File: src/rtl/core/rmt_pkg.sv
// shared constants, opcodes and controller/datapath command types for the trainer
package rmt_pkg;
  localparam int MaxPlayers = 3;
  localparam int ActionBits = 3;
  localparam int NaMax = 1 << ActionBits;
  localparam int AddrBits = MaxPlayers * ActionBits;
  localparam int PlayerBits = 2;
  localparam int StoreBits = PlayerBits + ActionBits;
  localparam int TableBits = PlayerBits + AddrBits;

  localparam logic [1:0] OP_LOAD = 2'd0;
  localparam logic [1:0] OP_ITER = 2'd1;
  localparam logic [1:0] OP_READ = 2'd2;

  localparam logic [0:0] CFG_PLAYERS = 1'd0;
  localparam logic [0:0] CFG_ACTIONS = 1'd1;

  // datapath micro-operations
  localparam logic [3:0] DP_NOP = 4'd0;
  localparam logic [3:0] DP_CAPTURE = 4'd1;
  localparam logic [3:0] DP_LOAD = 4'd2;
  localparam logic [3:0] DP_READ = 4'd3;
  localparam logic [3:0] DP_TOTAL = 4'd4;
  localparam logic [3:0] DP_DIV_START = 4'd5;
  localparam logic [3:0] DP_DIV_STEP = 4'd6;
  localparam logic [3:0] DP_STRAT = 4'd7;
  localparam logic [3:0] DP_PICK = 4'd8;
  localparam logic [3:0] DP_BASE_RD = 4'd9;
  localparam logic [3:0] DP_BASE_LAT = 4'd10;
  localparam logic [3:0] DP_ALT_RD = 4'd11;
  localparam logic [3:0] DP_REGRET = 4'd12;
  localparam logic [3:0] DP_RESULT = 4'd13;
  localparam logic [3:0] DP_RESULT_IDLE = 4'd14;

  typedef struct packed {
    logic [3:0] op;
    logic [PlayerBits-1:0] player;
    logic [ActionBits-1:0] act;
  } rmt_cmd_t;

  typedef struct packed {
    logic [1:0] opcode;
    logic total_zero;
    logic out_busy;
    logic [PlayerBits-1:0] np_last;
    logic [ActionBits-1:0] na_last;
  } rmt_status_t;
endpackage

File: src/rtl/core/rmt_control.sv
// controller: sequences load, read and the per-player training walk
module rmt_control import rmt_pkg::*; (
  input  logic clk,
  input  logic rst,
  input  logic in_valid,
  output logic in_ready,
  input  rmt_status_t status,
  output rmt_cmd_t cmd
);
  localparam logic [3:0] S_IDLE = 4'd0;
  localparam logic [3:0] S_DECODE = 4'd1;
  localparam logic [3:0] S_TOTAL = 4'd2;
  localparam logic [3:0] S_DSTART = 4'd3;
  localparam logic [3:0] S_DSTEP = 4'd4;
  localparam logic [3:0] S_STRAT = 4'd5;
  localparam logic [3:0] S_PICK = 4'd6;
  localparam logic [3:0] S_BRD = 4'd7;
  localparam logic [3:0] S_BLAT = 4'd8;
  localparam logic [3:0] S_ARD = 4'd9;
  localparam logic [3:0] S_REG = 4'd10;
  localparam logic [3:0] S_OUT = 4'd11;

  logic [3:0] state, state_next;
  logic [PlayerBits-1:0] pl, pl_next;
  logic [ActionBits-1:0] ac, ac_next;
  logic [5:0] cnt, cnt_next;

  assign in_ready = (state == S_IDLE);

  always_ff @(posedge clk) begin
    if (rst) begin
      state <= S_IDLE;
      pl <= '0;
      ac <= '0;
      cnt <= '0;
    end else begin
      state <= state_next;
      pl <= pl_next;
      ac <= ac_next;
      cnt <= cnt_next;
    end
  end

  always_comb begin
    state_next = state;
    pl_next = pl;
    ac_next = ac;
    cnt_next = cnt;
    cmd.op = DP_NOP;
    cmd.player = pl;
    cmd.act = ac;
    case (state)
      S_IDLE: begin
        if (in_valid) state_next = S_DECODE;
      end
      S_DECODE: begin
        pl_next = '0;
        ac_next = '0;
        cmd.op = DP_CAPTURE;
        if (status.opcode == OP_ITER) state_next = S_TOTAL;
        else begin
          if (status.opcode == OP_LOAD) cmd.op = DP_LOAD;
          state_next = S_OUT;
        end
      end
      S_TOTAL: begin
        cmd.op = DP_TOTAL;
        if (ac == status.na_last) begin
          ac_next = '0;
          state_next = S_DSTART;
        end else ac_next = ac + 1'b1;
      end
      S_DSTART: begin
        cmd.op = DP_DIV_START;
        cnt_next = '0;
        state_next = status.total_zero ? S_STRAT : S_DSTEP;
      end
      S_DSTEP: begin
        cmd.op = DP_DIV_STEP;
        cnt_next = cnt + 1'b1;
        if (cnt == 6'd47) state_next = S_STRAT;
      end
      S_STRAT: begin
        cmd.op = DP_STRAT;
        state_next = S_PICK;
      end
      S_PICK: begin
        cmd.op = DP_PICK;
        if (ac == status.na_last) begin
          ac_next = '0;
          if (pl == status.np_last) begin
            pl_next = '0;
            state_next = S_BRD;
          end else begin
            pl_next = pl + 1'b1;
            state_next = S_TOTAL;
          end
        end else begin
          ac_next = ac + 1'b1;
          state_next = S_DSTART;
        end
      end
      S_BRD: begin
        cmd.op = DP_BASE_RD;
        state_next = S_BLAT;
      end
      S_BLAT: begin
        cmd.op = DP_BASE_LAT;
        state_next = S_ARD;
      end
      S_ARD: begin
        cmd.op = DP_ALT_RD;
        state_next = S_REG;
      end
      S_REG: begin
        cmd.op = DP_REGRET;
        if (ac == status.na_last) begin
          ac_next = '0;
          if (pl == status.np_last) state_next = S_OUT;
          else begin
            pl_next = pl + 1'b1;
            state_next = S_BRD;
          end
        end else begin
          ac_next = ac + 1'b1;
          state_next = S_ARD;
        end
      end
      S_OUT: begin
        if (!status.out_busy) begin
          cmd.op = DP_RESULT;
          state_next = S_IDLE;
        end
      end
      default: state_next = S_IDLE;
    endcase
  end
endmodule

File: config.mk
export PLATFORM = sky130hd
export DESIGN_NAME = rmt_control
export DESIGN_NICKNAME = d
export VERILOG_FILES = /design/src/rtl/core/rmt_pkg.sv /design/src/rtl/core/rmt_control.sv
export SDC_FILE = /design/constraint.sdc
export NUM_CORES = 1
export LEC_CHECK = 0
export BUFFER_PORTS_ARGS = -buffer_cell sky130_fd_sc_hd__buf_2
export CORE_MARGIN = 2
export CORE_UTILIZATION = 50
export CTS_CLUSTER_SIZE = 28
export DETAILED_ROUTE_END_ITERATION = 6
export GPL_TIMING_DRIVEN = 0
export PLACE_DENSITY = 0.79
export SLEW_MARGIN = 10
export SYNTH_ARGS = -nofsm -noshare
export SYNTH_HDL_FRONTEND = slang
export SYNTH_SLANG_ARGS = --single-unit
export TNS_END_PERCENT = 30
File: constraint.sdc
create_clock -name clk -period 1.8 [get_ports clk]
set_input_delay 0.18 -clock clk [delete_from_list [all_inputs] [get_ports clk]]
set_output_delay 0.18 -clock clk [all_outputs]
set_load 0.02 [all_outputs]
Yosys cells after proc, flatten, opt, wreduce, memory -nomap -nowiden --
Cells that the tools add are included.
Storage, ports and cells: register bits after elaboration 15, output and inout port bits 10
Operators by class: add/sub/neg operators 3, reductions and logical operators 8, mux-type cells 23, equality and inequality tests 22
Operators with widths (count):
- $pmux W4 S12 | 1
- $pmux W4 S11 | 1
- $mux W4 | 9
- $eq A4 B3 Y1 const B | 4
- $eq A4 B4 Y1 const B | 4
- $ne A2 B2 Y1 const B | 7
- $mux W2 | 6
- $pmux W6 S2 | 1
- $eq A4 B2 Y1 const B | 2
- $reduce_and A4 Y1 | 2
- $add A6 B1 Y6 const B | 1
- $eq A6 B6 Y1 const B | 1
- $mux W3 | 2
- $pmux W2 S3 | 1
- $pmux W3 S2 | 1
- $eq A4 B1 Y1 const B | 1
- $logic_not A4 Y1 | 1
- $reduce_bool A2 Y1 | 2
- $add A3 B1 Y3 const B | 1
- $eq A3 B3 Y1 | 1
- $reduce_bool A3 Y1 | 1
- $reduce_or A3 Y1 | 1
- $add A2 B1 Y2 const B | 1
- $eq A2 B1 Y1 const B | 1
- 3 further kinds | 3

Logic depth before layout (Yosys ltp) --
word-level depth 4, mapped depth 6, mapped depth without buffers 5

Least setup slack after synthesis --
OpenSTA, ideal clock, no wires.
path type reg-to-output, from register state[0], to output cmd[6] in the netlist's numbering, stages on the path, launching flop included 6, path buffers 2, arrival 1.569 ns, data required time 1.620 ns, path slack 0.051 ns, cells stage by stage dfxtp_1 buf_2 buf_2 inv_2 o311a_1 nor3b_1
RTL lines:
- start: declaration | RTL line rmt_control.sv:23 | logic [3:0] state, state_next;
- start signal: assignment | RTL line rmt_control.sv:37 | state <= state_next;
- end: declaration | RTL line rmt_control.sv:8 | output rmt_cmd_t cmd

==> impl_metrics.csv <==
group,metric,value,unit
outcome,outcome,"finished, final reports clean",
setup_path,arrival,1610,ps
clocking,clk_pin_slew,100,ps
global_route,grt_pass1_vias,1006,
clocking,cts.path.max_buffers,2,
sta,hold_viol,0,
synth,synth_cell_types,55,
drt,vias,1181,
final_layout,drive_above_1_share,31.1,%
global_route,antenna_found_initial,0,
synth,ys.warnings.count,0,
hold_path,hold_class,"in2reg",
pwr,pwr-share-comb,62.2,%
drt,wl_met3,178,um
setup_path,worstPathCellList,"buf_6 > or4_4 > o22ai_2 > nor2_1 > buf_4",
global_route,grt_pass1_wl,4.47,mm
synth,synthCells,138,
place,hpwl,1.97,mm
setup_path,worstPathMaxFanout,10,
setup_path,critPathKind,"reg2out",
clocking,cts_num_sinks,15,
synth,ys.flop_type,"dfxtp_1",
global_route,grt_max_degree,19,
place,place_ws,118,ps
synth,synthesis.nets,152,
drt,highest_layer,"met4",
synth,seq_area_frac_synth,26.8,%
sta,min_period,1790,ps
sta,rsz0062_at_grt,"true",
floorplanning,die_height,51.4,um
floorplanning,std_cell_rows,17,
synth,post-synth-top-area-fraction,26.8,%
pwr,powerDensity,1220,nW/um^2
global_route,grt_overflow,0,
pwr,switchingPower,0.759,mW
final_layout,fill_cells,206,
final_layout,layout_commonest_cell,"buf_2",
final_layout,final_cell_mix,"buf_2 (22), a21oi_1 (15), dfxtp_1 (13), nor2_1 (8), nand3_1 (7)",
final_layout,syn_to_final_growth,21.1,%
synth,synth-edff-count,0,
synth,syn_area,1120,sq um
sta,period_share,99.2,%
run,maxCapViolCount,0,
clocking,htree_levels,1,
setup_path,start_kind,"register",
sta,fmaxAchievable,0.560,GHz
setup_path,worstPathRequired,1620,ps
floorplanning,die_area,2640,sq um
clocking,clk_latency,290,ps
setup_path,slowest_delay,510,ps
clocking,cts_buffers,3,
floorplanning,die_w,51.4,um
sta,worst_pin_slew,478,ps
pwr,internal-power,0.894,mW
final_layout,regArea,305,sq um
clocking,cts_tree,"built",
floorplanning,ios,22,
pwr,clockPowerShare,12.2,%
setup_path,endpoint_kind,"primary output",
drt,wl,2.79,mm
floorplanning,core-area,2170,sq um
final_layout,multiInputGateArea,759,sq um
drt,wl_met2,1.30,mm
global_route,track_usage,22.3,%
drt,drc,0,
final_layout,diodes,0,
pwr,leakage,0.544,nW
sta,setup_tns,0,ps
place,port_buffers,21,
drt,vias_per_cell,6.06,
pwr,p_seq_share,25.5,%
sta,setup-violations-final,0,
drt,dr.pass1.iters,4,
sta,fin_skew,10.1,ps
synth,ys_ff_latch,15,
floorplanning,start_util,51.7,%
setup_path,crit_family,"simple AND/OR/NAND/NOR gates",
drt,route.layer.met1.wl,1.26,mm
sta,slew_violations,0,
place,place.gp.congestion,0.903,
synth,yosysTopAreaCell,"dfxtp_1",
pwr,swShare,45.9,%
sta,slew_headroom,68.2,%
setup_path,crit_buf_inv,2,
setup_path,worst_path_max_delay_cell,"or4_4",
synth,postSynth.asyncResetShare,0,%
drt,antenna_left,0,
synth,synth.area.top_cells,"dfxtp_1 (27%), a21oi_1 (6.7%), nand3_1 (3.1%)",
final_layout,layout.nets,182,
clocking,cts_root_buf,"clkbuf_4",
pwr,peakVddDrop,728,uV
drt,first_iter_violations,32,
synth,avgSynthCellArea,8.12,sq um
drt,drt-wirelength-per-cell,14.3,um
sta,layout_setup_ws,14.5,ps
repair_timing:
| action | 4_1_cts | 5_1_grt |
|---|---|---|
| hold buffers | 0 | 0 |
| setup buffers | 0 | 5 |
| gates resized for setup | 5 | 8 |
| pin swaps | 0 | 3 |
| setup endpoints to repair | 4 | 4 |
cell families after synthesis:
| family | Yosys count | share of synthesized area [%] |
|---|---|---|
| mux | 4 | 3.68 |
| buf+inv | 17 | 6.81 |
| fa+ha+maj | 2 | 2.23 |
| simple gates | 50 | 27.7 |
| xor+xnor | 6 | 5.36 |
| compound gates | 44 | 27.5 |
| flops | 15 | 26.8 |
per-layer routing:
metal	vias up	global-route usage, %
li1	579	-
met1	542	30.1
met2	50	35.1
met3	10	2.34
met4	0	11.8
met5	-	0
power by group through the flow:
| stage | clock, mW | combinational (mW) | sequential (mW) |
|---|---|---|---|
| after global placement | 0 | 0.913 | 0.419 |
| after detailed placement | 0 | 0.935 | 0.424 |
| after CTS | 0.199 | 0.943 | 0.418 |
| final | 0.202 | 1.03 | 0.422 |
| after floorplan | 0 | 0.712 | 0.421 |
| after global routing | 0.212 | 1.11 | 0.426 |
state kept, by name, summed over array words and instances, names as in the netlist:
signal and count:
pl 2, ac 3, cnt 6, state 4
worst paths after layout:
check | start | to | slack (ps) | cells after the start
hold / removal | rst | cnt[2] | 140 | 2
setup reg to reg | ac[0] | pl[1] | 140 | 5
setup / recovery | state[1] | cmd[5] | 10 | 5
hold reg to reg | cnt[2] | cnt[2] | 530 | 1
layout make-up:
type / count / share of cell area [%]
Sequential cell: 15 / 22.5
Clock buffer: 4 / 1.94
Inverter: 9 / 2.49
Timing Repair Buffer: 26 / 10.7
Multi-Input combinational cell: 106 / 55.9
Tap cell: 28 / 2.58
Buffer: 7 / 3.87
cell usage after synthesis, drive strengths merged (2+ instances only):
cell / n
a21oi: 16
a22o: 2
a22oi: 3
a31oi: 2
and2: 3
buf: 6
clkbuf: 2
dfxtp: 15
ha: 2
inv: 9
mux2i: 3
nand2: 5
nand2b: 4
nand3: 8
nand4: 5
nor2: 9
nor2b: 2
nor3b: 2
nor4: 2
o21ai: 3
o21bai: 2
o22ai: 2
o32ai: 2
or2: 2
or3: 2
or4: 2
xnor2: 4
xor2: 2
through the flow:
step / power (mW) / hold WS (ps) / util (%) / cell area, sq um / instances
after CTS: 1.56 / 146 / 59.5 / 1290 / 190
after floorplan: 1.13 / 252 / - / 1120 / 138
after detailed placement: 1.36 / 449 / 58.1 / 1260 / 187
final: 1.65 / 145 / 62.6 / 1360 / 195
after global placement: 1.33 / 442 / 58.1 / 1260 / 187
after global routing: 1.75 / 161 / 62.6 / 1360 / 195
No activity file was read; power rests on OpenSTA's default activity.
